[config.mk]
export PLATFORM = sky130hd
export DESIGN_NAME = integer_to_ascii_formatter
export DESIGN_NICKNAME = d
export VERILOG_FILES = /design/src/rtl/i2a_pkg.sv /design/src/rtl/i2a_digit_cell.sv /design/src/rtl/i2a_digit_chain.sv /design/src/rtl/integer_to_ascii_formatter.sv
export SDC_FILE = /design/constraint.sdc
export NUM_CORES = 1
export LEC_CHECK = 0
export BUFFER_PORTS_ARGS = -buffer_cell sky130_fd_sc_hd__buf_2
export CAP_MARGIN = 20
export CORE_MARGIN = 4
export CORE_UTILIZATION = 55
export DETAILED_ROUTE_END_ITERATION = 8
export PLACE_DENSITY = 0.82
export SETUP_SLACK_MARGIN = 0.05
export SLEW_MARGIN = 20
export SYNTH_ARGS = -nofsm -noshare
export SYNTH_HDL_FRONTEND = slang
export SYNTH_SLANG_ARGS = --single-unit
[constraint.sdc]
create_clock -name clock -period 6.5 [get_ports clock]
set_clock_uncertainty 0.2 [all_clocks]
set_input_delay 0.65 -clock clock [delete_from_list [all_inputs] [get_ports clock]]
set_output_delay 0.65 -clock clock [all_outputs]
set_load 0.01 [all_outputs]
[src/rtl/i2a_pkg.sv]
`default_nettype none
package i2a_pkg;

   // width of the value field on the request channel
   localparam int VALUE_W = 64;

   // ascii codes
   localparam logic [6:0] CHAR_ZERO  = 7'h30;
   localparam logic [6:0] CHAR_MINUS = 7'h2D;
   localparam logic [6:0] CHAR_SPACE = 7'h20;
   localparam logic [6:0] CHAR_LOW_A = 7'h61;
   localparam logic [6:0] CHAR_UP_A  = 7'h41;

   typedef enum logic [2:0] {
      CMD_UDEC = 3'd0,
      CMD_SDEC = 3'd1,
      CMD_HEXL = 3'd2,
      CMD_HEXU = 3'd3,
      CMD_NEGZ = 3'd4
   } cmd_type;

   typedef enum logic [2:0] {
      ST_IDLE,
      ST_CONV,
      ST_SIZE,
      ST_SIGN_PRE,
      ST_PAD,
      ST_SIGN_POST,
      ST_DIGITS
   } state_type;

   // control shared by every cell of the digit row
   typedef struct packed {
      logic clear;
      logic shift_bit;
      logic shift_digit;
      logic dec_mode;
   } chain_ctrl_type;

   function automatic logic [6:0] digit_char(input logic [3:0] d,
                                             input logic       hex,
                                             input logic       upper);
      logic [6:0] c;
      if (!hex || d < 4'd10) begin
         c = CHAR_ZERO + {3'b000, d};
      end else if (upper) begin
         c = CHAR_UP_A + {3'b000, d} - 7'd10;
      end else begin
         c = CHAR_LOW_A + {3'b000, d} - 7'd10;
      end
      return c;
   endfunction

endpackage
`default_nettype wire

[src/rtl/i2a_digit_cell.sv]
`default_nettype none
module i2a_digit_cell (
   input  wire                         clock,
   input  i2a_pkg::chain_ctrl_type     ctrl,
   input  wire                         carry_in,
   input  wire  [3:0]                  digit_below,
   output logic [3:0]                  digit,
   output logic                        carry_out
);
   import i2a_pkg::*;

   logic [3:0] digit_ff;
   logic [3:0] digit_in;
   logic [3:0] adj;

   // add-3 correction before the doubling step in decimal mode
   always_comb begin
      if (ctrl.dec_mode && digit_ff >= 4'd5) begin
         adj = digit_ff + 4'd3;
      end else begin
         adj = digit_ff;
      end
   end

   assign carry_out = adj[3];

   always_comb begin
      if (ctrl.clear) begin
         digit_in = 4'd0;
      end else if (ctrl.shift_bit) begin
         digit_in = {adj[2:0], carry_in};
      end else if (ctrl.shift_digit) begin
         digit_in = digit_below;
      end else begin
         digit_in = digit_ff;
      end
   end

   always_ff @(posedge clock) begin
      digit_ff <= digit_in;
   end

   assign digit = digit_ff;

endmodule
`default_nettype wire

[src/rtl/i2a_digit_chain.sv]
`default_nettype none
module i2a_digit_chain #(
   parameter int NDIG = 20
) (
   input  wire                          clock,
   input  i2a_pkg::chain_ctrl_type      ctrl,
   input  wire                          bit_in,
   output logic [$clog2(NDIG)-1:0]      top_idx,
   output logic [3:0]                   top_digit
);
   import i2a_pkg::*;

   localparam int TW = $clog2(NDIG);

   logic [3:0]    digit_w [NDIG];
   logic [NDIG:0] carry_w;
   logic [TW-1:0] top_ff;
   logic [TW-1:0] top_in;

   assign carry_w[0] = bit_in;

   for (genvar i = 0; i < NDIG; i++) begin : g_cell
      logic [3:0] lower_digit;
      if (i == 0) begin : g_first
         assign lower_digit = 4'd0;
      end else begin : g_rest
         assign lower_digit = digit_w[i-1];
      end
      i2a_digit_cell u_cell (
         .clock       (clock),
         .ctrl        (ctrl),
         .carry_in    (carry_w[i]),
         .digit_below (lower_digit),
         .digit       (digit_w[i]),
         .carry_out   (carry_w[i+1])
      );
   end

   // highest nonzero cell moves up by one when its carry spills; clear zeroes it
   always_comb begin
      top_in = top_ff;
      if (ctrl.clear) begin
         top_in = '0;
      end else if (ctrl.shift_bit && carry_w[top_ff + TW'(1)]
                   && top_ff != TW'(NDIG - 1)) begin
         top_in = top_ff + TW'(1);
      end
   end

   always_ff @(posedge clock) begin
      top_ff <= top_in;
   end

   assign top_idx   = top_ff;
   assign top_digit = digit_w[top_ff];

endmodule
`default_nettype wire

[src/rtl/integer_to_ascii_formatter.sv]
`default_nettype none
// channel   direction  handshake           payload
// req_      in         req_valid/req_stall value, command, min_width, zero_pad
// rsp_      out        rsp_valid/rsp_stall out_char, last
//
// a number is loaded, shifted bit by bit through the digit cell row (shift-add-3
// in decimal), sized, then one character per cycle while unstalled (1 to 63 chars)
// the digit cell row is the pacing unit: one magnitude bit enters per cycle
// req_stall stays high from the load until the last character is registered
// a stalled result holds in the output register; the character feed waits on it
// reset is synchronous, active high, and clears the sequencer and output valid
module integer_to_ascii_formatter #(
   parameter int VALUE_BITS = 64,
   parameter int MAX_WIDTH  = 63
) (
   input  wire                         clock,
   input  wire                         reset,
   input  wire                         req_valid,
   output logic                        req_stall,
   input  wire  [i2a_pkg::VALUE_W-1:0] req_value,
   input  wire  [2:0]                  req_command,
   input  wire  [5:0]                  req_min_width,
   input  wire                         req_zero_pad,
   output logic                        rsp_valid,
   input  wire                         rsp_stall,
   output logic [6:0]                  rsp_out_char,
   output logic                        rsp_last
);
   import i2a_pkg::*;

   // decimal digits needed for the full magnitude range (log10(2) scaled)
   localparam int NDIG  = (VALUE_BITS * 30103) / 100000 + 1;
   localparam int TW    = $clog2(NDIG);
   localparam int CNT_W = $clog2(VALUE_BITS);

   state_type             state_ff, state_in;
   logic [VALUE_BITS-1:0] mag_ff, mag_in;
   logic [CNT_W-1:0]      bit_cnt_ff, bit_cnt_in;
   logic                  neg_ff, neg_in;
   logic                  pad0_ff, pad0_in;
   logic                  hex_ff, hex_in;
   logic                  upper_ff, upper_in;
   logic [5:0]            width_ff, width_in;
   logic [5:0]            pad_cnt_ff, pad_cnt_in;
   logic [TW-1:0]         dig_cnt_ff, dig_cnt_in;
   logic                  rsp_valid_ff;
   logic [6:0]            out_char_ff, out_char_in;
   logic                  last_ff, last_in;

   chain_ctrl_type        ctrl;
   logic [TW-1:0]         top_idx;
   logic [3:0]            top_digit;

   logic                  req_xfer;
   logic                  out_free;
   logic                  load;
   logic [VALUE_BITS-1:0] raw;
   logic [5:0]            len;
   logic                  is_signed;

   assign req_xfer = req_valid && !req_stall;
   // output register can take a new character this cycle
   assign out_free = !rsp_valid_ff || !rsp_stall;

   assign raw = req_value[VALUE_BITS-1:0];
   // characters in sign plus digits
   assign len = 6'(top_idx) + 6'd1 + {5'd0, neg_ff};

   i2a_digit_chain #(
      .NDIG (NDIG)
   ) u_chain (
      .clock     (clock),
      .ctrl      (ctrl),
      .bit_in    (mag_ff[VALUE_BITS-1]),
      .top_idx   (top_idx),
      .top_digit (top_digit)
   );

   always_comb begin
      state_in    = state_ff;
      mag_in      = mag_ff;
      bit_cnt_in  = bit_cnt_ff;
      neg_in      = neg_ff;
      pad0_in     = pad0_ff;
      hex_in      = hex_ff;
      upper_in    = upper_ff;
      width_in    = width_ff;
      pad_cnt_in  = pad_cnt_ff;
      dig_cnt_in  = dig_cnt_ff;
      out_char_in = out_char_ff;
      last_in     = 1'b0;
      load        = 1'b0;
      is_signed   = 1'b0;
      ctrl.clear       = 1'b0;
      ctrl.shift_bit   = 1'b0;
      ctrl.shift_digit = 1'b0;
      ctrl.dec_mode    = !hex_ff;

      case (state_ff)
         ST_IDLE: begin
            if (req_xfer) begin
               is_signed  = (req_command == CMD_SDEC) && raw[VALUE_BITS-1];
               // two's complement negate; the most negative value maps onto itself
               mag_in     = is_signed ? (~raw + VALUE_BITS'(1)) : raw;
               neg_in     = is_signed || (req_command == CMD_NEGZ);
               hex_in     = req_command inside {CMD_HEXL, CMD_HEXU};
               upper_in   = (req_command == CMD_HEXU);
               pad0_in    = req_zero_pad;
               width_in   = (req_min_width > 6'(MAX_WIDTH)) ? 6'(MAX_WIDTH)
                                                            : req_min_width;
               bit_cnt_in = CNT_W'(VALUE_BITS - 1);
               ctrl.clear = 1'b1;
               state_in   = ST_CONV;
            end
         end
         ST_CONV: begin
            // msb of the magnitude walks into the low cell each cycle
            ctrl.shift_bit = 1'b1;
            mag_in         = mag_ff << 1;
            bit_cnt_in     = bit_cnt_ff - CNT_W'(1);
            if (bit_cnt_ff == '0) begin
               state_in = ST_SIZE;
            end
         end
         ST_SIZE: begin
            pad_cnt_in = (width_ff > len) ? (width_ff - len) : 6'd0;
            dig_cnt_in = top_idx;
            if (neg_ff && pad0_ff) begin
               state_in = ST_SIGN_PRE;
            end else if (pad_cnt_in != 6'd0) begin
               state_in = ST_PAD;
            end else if (neg_ff) begin
               state_in = ST_SIGN_POST;
            end else begin
               state_in = ST_DIGITS;
            end
         end
         ST_SIGN_PRE: begin
            if (out_free) begin
               load        = 1'b1;
               out_char_in = CHAR_MINUS;
               state_in    = (pad_cnt_ff != 6'd0) ? ST_PAD : ST_DIGITS;
            end
         end
         ST_PAD: begin
            if (out_free) begin
               load        = 1'b1;
               out_char_in = pad0_ff ? CHAR_ZERO : CHAR_SPACE;
               pad_cnt_in  = pad_cnt_ff - 6'd1;
               if (pad_cnt_ff == 6'd1) begin
                  state_in = (neg_ff && !pad0_ff) ? ST_SIGN_POST : ST_DIGITS;
               end
            end
         end
         ST_SIGN_POST: begin
            if (out_free) begin
               load        = 1'b1;
               out_char_in = CHAR_MINUS;
               state_in    = ST_DIGITS;
            end
         end
         ST_DIGITS: begin
            if (out_free) begin
               // top cell holds the next digit; the row moves up one place
               load             = 1'b1;
               out_char_in      = digit_char(top_digit, hex_ff, upper_ff);
               ctrl.shift_digit = 1'b1;
               dig_cnt_in       = dig_cnt_ff - TW'(1);
               if (dig_cnt_ff == '0) begin
                  last_in  = 1'b1;
                  state_in = ST_IDLE;
               end
            end
         end
         default: begin
            state_in = ST_IDLE;
         end
      endcase
   end

   always_ff @(posedge clock) begin
      if (reset) begin
         state_ff     <= ST_IDLE;
         rsp_valid_ff <= 1'b0;
      end else begin
         state_ff <= state_in;
         if (load) begin
            rsp_valid_ff <= 1'b1;
         end else if (!rsp_stall) begin
            rsp_valid_ff <= 1'b0;
         end
      end
   end

   // payload and working registers, no reset needed
   always_ff @(posedge clock) begin
      mag_ff     <= mag_in;
      bit_cnt_ff <= bit_cnt_in;
      neg_ff     <= neg_in;
      pad0_ff    <= pad0_in;
      hex_ff     <= hex_in;
      upper_ff   <= upper_in;
      width_ff   <= width_in;
      pad_cnt_ff <= pad_cnt_in;
      dig_cnt_ff <= dig_cnt_in;
      if (load) begin
         out_char_ff <= out_char_in;
         last_ff     <= last_in;
      end
   end

   assign req_stall    = (state_ff != ST_IDLE);
   assign rsp_valid    = rsp_valid_ff;
   assign rsp_out_char = out_char_ff;
   assign rsp_last     = last_ff;

endmodule
`default_nettype wire

* Yosys cells after proc, flatten, opt, wreduce, memory -nomap -nowiden
Index checks and enable logic that the tools add are counted.
** Storage, ports and cells
- Bits in registers :: 188
- Input port bits :: 78
- Output and inout port bits :: 10
- Logic and storage cells :: 276
** Operators by class
- Add/subtract/negate cells :: 33
- $lt $le $gt $ge :: 25
- Equal/unequal tests :: 22
- Mux-type cells :: 105
- Bitwise gates (word level) :: 2
- Reductions and logical operators :: 55
** Operators by type and width (count)
- 4-bit two-way mux :: 62
- 64-bit two-way mux :: 2
- 64-bit one-hot mux with 2 select lines :: 1
- 4-bit by 2-bit adder with 4-bit output (second input constant) :: 20
- 4-bit by 3-bit >= comparator with 1-bit output (second input constant) :: 20
- 64-bit by 1-bit adder with 64-bit output (second input constant) :: 1
- 64-bit NOT :: 1
- 7-bit two-way mux :: 5
- 3-bit two-way mux :: 9
- 1-bit logical AND :: 26
- 6-bit one-hot mux with 2 select lines :: 2
- 3-bit one-hot mux with 7 select lines :: 1
- 7-bit one-hot mux with 3 select lines :: 1
- 4-bit binary-select mux with 5-bit select :: 1
- 6-bit two-way mux :: 3
- 2-bit != test (second input constant) :: 8
- 7-bit by 4-bit subtractor with 7-bit output (second input constant) :: 2
- 3-bit by 2-bit == test with 1-bit output (second input constant) :: 4
- 3-bit == test (second input constant) :: 4
- 6-bit nonzero test :: 2
- 6-bit by 1-bit subtractor with 6-bit output (second input constant) :: 2
- 1-bit two-way mux :: 10
- 5-bit two-way mux :: 2
- 5-bit one-hot mux with 2 select lines :: 1
- 32 further kinds :: 52

* Depth between registers and ports, before layout
- Depth after elaboration :: 10
- Gate-level depth with buffers :: 16
- Mapped depth without buffers :: 14

* By module
Synthesis repeated with hierarchy kept, for this count alone.
** Second synthesis, totals
- Cells, all modules :: 1508
- Area total of the unflattened synthesis :: 13666.9 um^2
** Modules (own cells, without submodules)
- integer_to_ascii_formatter :: instances 1, cells an instance 706, area each 6546.3 um^2
- i2a_digit_cell :: instances 20, cells an instance 34, area each 294.0 um^2
- i2a_digit_chain :: instances 1, cells an instance 122, area each 1239.9 um^2

* Worst setup path before layout
No wires, ideal clock.
- Path kind :: register to register
- Start :: reg state_ff[2]
- End :: reg bit_cnt_ff[0] (enable)
- Setup time :: 0.730 ns
- Arrival :: 2.717 ns
- Required time :: 5.570 ns
- Setup slack :: 2.853 ns
- Stages on the path, launching flop included :: 7
- Path buffers :: 4
- Clock period less this slack :: 3.647 ns
- Path through :: dfxtp_1 > clkbuf_1 > nand2b_1 > clkbuf_1 > clkbuf_1 > buf_1 > nand2_1
** On the way
- Cells in the longest elaborated chain, start to end :: 5
- Elaborated cells on any way between the ends :: 8
- Those cells by class :: 2 x eq/ne; 6 x reduce/logical
** RTL lines
- start: declaration :: RTL line integer_to_ascii_formatter.sv:36 : state_type state_ff, state_in;
- start signal: assignment :: RTL line integer_to_ascii_formatter.sv:186 : state_ff <= state_in;
- 3-bit nonzero test :: RTL line integer_to_ascii_formatter.sv:212 : assign req_stall = (state_ff != ST_IDLE);
- 1-bit zero test :: RTL line integer_to_ascii_formatter.sv:61 : assign req_xfer = req_valid && !req_stall;
- 1-bit logical AND :: RTL line integer_to_ascii_formatter.sv:61
- 2-bit != test (no line)
- 2-bit AND reduction (no line) *
- end signal: assignment :: RTL line integer_to_ascii_formatter.sv:198 : bit_cnt_ff <= bit_cnt_in;
- end: declaration :: RTL line integer_to_ascii_formatter.sv:38 : logic [CNT_W-1:0] bit_cnt_ff, bit_cnt_in;
Every way passes the cells marked *; elsewhere a longest branch is shown, timed or not.
A chain may end at the register's enable or synchronous reset.

* Final worst setup path
- Start :: reg u_chain.top_ff[0], in the netlist u_chain.top_idx[0]
- End :: reg state_ff[0]
** On the way
- Cells in the longest elaborated chain, start to end :: 8
- Elaborated cells on any way between the ends :: 9
- Those cells by class :: 3 x add/sub; 1 x order compare; 4 x mux; 1 x reduce/logical
** RTL lines
- start: declaration :: RTL line i2a_digit_chain.sv:17 : logic [TW-1:0] top_ff;
- start signal: assignment :: RTL line i2a_digit_chain.sv:51 : top_ff <= top_in;
- 5-bit by 1-bit adder with 6-bit output * :: RTL line integer_to_ascii_formatter.sv:67 : assign len = 6'(top_idx) + 6'd1 + {5'd0, neg_ff};
- 6-bit by 1-bit adder with 6-bit output * :: RTL line integer_to_ascii_formatter.sv:67
- 6-bit subtractor or 6-bit greater-than comparator (tied branches) :: RTL line integer_to_ascii_formatter.sv:126 : pad_cnt_in = (width_ff > len) ? (width_ff - len) : 6'd0;
- 6-bit two-way mux * :: RTL line integer_to_ascii_formatter.sv:126
- 6-bit nonzero test * :: RTL line integer_to_ascii_formatter.sv:130 : end else if (pad_cnt_in != 6'd0) begin
- 2-bit two-way mux * :: RTL line integer_to_ascii_formatter.sv:130
- 3-bit two-way mux * :: RTL line integer_to_ascii_formatter.sv:128 : if (neg_ff && pad0_ff) begin
- 3-bit one-hot mux with 7 select lines * :: RTL line integer_to_ascii_formatter.sv:99 : case (state_ff)
Marked as above.

==> out/qor.yml <==
critical_path:
  crit_fanout: 27
  end_kind: "register"
  cp_data_arrival_time_ps: 3940
  startpoint_type: "register"
  critical_path_class: "register to register"
  worst_r2r_path_depth: 14
  worstPathRequired_ps: 6650
clock_tree:
  cts_max_level: 4
  worstSkewPairLatency_ps: 450
  cts_resized: 0
  cts_buffer_depth: 2
  cts_tree: "built"
  cts_root_buf: "clkbuf_16"
  cts_buffers: 17
  post_cts_buffers: 0
  clock-sinks: 188
  clk_pin_slew_ps: 80
  hold_buffers: 0
detailed_routing:
  top_layer: "met5"
  viasPerCell: 6.10
  wirelength_um: 32600
  drt_iter0_drc: 1095
  ant_nets: 0
  post_drt_wl_per_cell_um: 16.7
  drc: 0
  first_pass_iters: 6
  met3_length_um: 2470
  drt-met1-wl_um: 13200
  wl_met2_um: 15800
  vias: 11876
logic_synthesis:
  synth_edf_count: 99
  synth-async-reset-ratio_pct: 0
  synth_flop_cell: "edfxtp_1"
  synth_top_area_share_pct: 22.8
  ys_seq_area_share_pct: 36.5
  ys_warn_count: 0
  syn_area_per_cell_sq_um: 8.19
  synth_top_cell_by_area: "edfxtp_1"
  synthesis.nets: 1725
  yosysUniqueCellTypes: 66
  synth_cells: 1589
  syn_area_sq_um: 13000
  ys_ff_latch: 188
  synth_area_leaders: "edfxtp_1 (23%), dfxtp_1 (14%), a21oi_1 (6.8%)"
sta:
  slew_violations: 0
  finalSetupViolations: 0
  hold_violations: 0
  setup_ws_ps: 2710
  grt_setup_unrepaired: "false"
  setup-tns-final_ps: 0
  post-route-period-util_pct: 58.3
  min_period_ps: 3790
  tightestPinTransition_ps: 986
  fmax_mhz: 264
  relSlewSlack_pct: 34.2
placement:
  gp_congestion: 0.938
  place.detailed.hpwl_um: 22000
  place_ws_ps: 2590
  io_buffers: 87
hold_path:
  holdPathStages: 1
  hp-class: "input port to register"
pwr:
  finalPower_uw: 5910
  p_sw_uw: 2510
  swShare_pct: 42.5
  power_frac_seq_pct: 40.0
  p_clk_share_pct: 17.8
  ir_worst_vdd_mv: 0.353
  power.leakage_uw: 0.00520
  cellPowerDensity_nw_per_um2: 416
  p_int_uw: 3400
  pwr-share-comb_pct: 42.3
floorplan:
  initial_utilization_pct: 55.6
  core_sq_um: 23400
  dieArea_sq_um: 26200
  rows: 56
  ioPinCount: 88
  die_w_um: 162
  dieHeight_um: 162
global_route:
  grt_overflow: 0
  grt_first_pass_wirelength_um: 54300
  grt_max_degree: 202
  antenna_found_initial: 3
  track_usage_pct: 24.7
  first_global_vias: 11293
status:
  status: "completed"
final_layout:
  layout.nets: 1748
  drive_gt1_share_pct: 11.1
  syn_to_final_growth_pct: 9.16
flow_run:
  max-cap-violations: 0
placed cells by master, fill, tap and decap left out, drive strengths merged, types with 38 or more instances in the layout:
| cell | instances |
|---|---|
| nor2 | 185 |
| dfxtp | 89 |
| inv | 86 |
| a21oi | 177 |
| xnor2 | 62 |
| nand2 | 222 |
| xor2 | 38 |
| nand3 | 53 |
| ha | 57 |
| o21ai | 100 |
| edfxtp | 99 |
| buf | 99 |
final timing paths:
kind / slack [ps] / from / endpoint
max reg2reg: 2710 / u_chain.top_idx[0]$_SDFFE_PP0P_ / state_ff[0]$_SDFFE_PP0P_
min: 180 / req_zero_pad / pad0_ff$_DFFE_PP_
min reg2reg: 330 / mag_ff[54]$_DFFE_PP_ / mag_ff[55]$_DFFE_PP_
max: 2710 / u_chain.top_idx[0]$_SDFFE_PP0P_ / state_ff[0]$_SDFFE_PP0P_
state kept, by name, summed over array words and instances (netlist names):
signal,cells
u_chain.g_cell.u_cell.digit,80
mag_ff,64
rsp_out_char,7
bit_cnt_ff,6
pad_cnt_ff,6
width_ff,6
dig_cnt_ff,5
u_chain.top_idx,5
state_ff,3
hex_ff,1
neg_ff,1
pad0_ff,1
rsp_last,1
rsp_valid,1
upper_ff,1
critical path, cell delays in order, from the launching register on:
cell and delay (ps):
dfxtp_1 310, buf_4 350, inv_2 210, ha_1 220
inv_1 70, ha_1 190, xnor2_1 80, ha_1 370
o21ai_0 130, a21boi_0 340, mux2i_1 230, nand2_1 80
o41ai_1 460, nand4_1 160, a311oi_1 290
cell usage after synthesis, drive strengths merged, types with 3 or more instances:
library cell and number:
and3 22, nand3 53, nand3b 4, a31oi 7, nor3b 3, a21oi 177, or4 31, nor4 10
a21boi 4, nand2 222, nand4 9, a211oi 5, nor3 30, o211ai 24, xor2 38, mux2i 22
and2 3, or3 8, nand2b 25, inv 80, o22ai 4, dfxtp 89, o41ai 9, nor2 185
a221oi 18, o21ai 100, a21o 3, mux4 23, a22oi 3, edfxtp 99, buf 16, xnor2 62
nor2b 31, clkbuf 79, o31ai 12, ha 57
logic make-up after synthesis:
group | after synthesis | share of synthesized area [%]
AOI/OAI and AO/OA | 382 | 17.3
adders and majority gates | 58 | 5.63
and+or+nand+nor | 640 | 23.0
buffers and inverters | 175 | 5.10
DFF | 188 | 36.5
muxes | 46 | 5.76
xor gates and xnor gates | 100 | 6.73
layer usage:
metal,track usage [%],vias up
li1,-,5657
met1,32.0,5611
met2,41.9,515
met3,3.63,91
met4,9.73,2
met5,0,-
power by group through the flow:
stage | clock [uW] | sequential [uW] | combinational, uW
6_report | 1050 | 2360 | 2500
5_1_grt | 1100 | 2420 | 2850
4_1_cts | 1060 | 2350 | 2480
3_5_place_dp | 0 | 2370 | 2460
3_3_place_gp | 0 | 2350 | 2360
2_1_floorplan | 0 | 2200 | 1940
metrics by stage:
| step | instances | hold WS (ps) | area [sq um] | utilization [%] |
|---|---|---|---|---|
| 6_report | 1946 | 179 | 14200 | 60.7 |
| 4_1_cts | 1944 | 174 | 14200 | 60.7 |
| 3_5_place_dp | 1912 | 318 | 13600 | 58.2 |
| 3_3_place_gp | 1912 | 307 | 13600 | 58.2 |
| 2_1_floorplan | 1589 | 290 | 13000 | - |
| 5_1_grt | 1946 | 172 | 14200 | 60.7 |
layout make-up:
class,instances,area (sq um)
fillers,2009,9200
multi-input cells,1226,7630
flip-flops and latches,188,4750
repair buffers,99,538
clock buffers,18,429
well taps,319,399
inverters,80,300
clock inverters,14,153
diodes,2,5.00
Note: power is estimated with default switching activity, not from simulation.
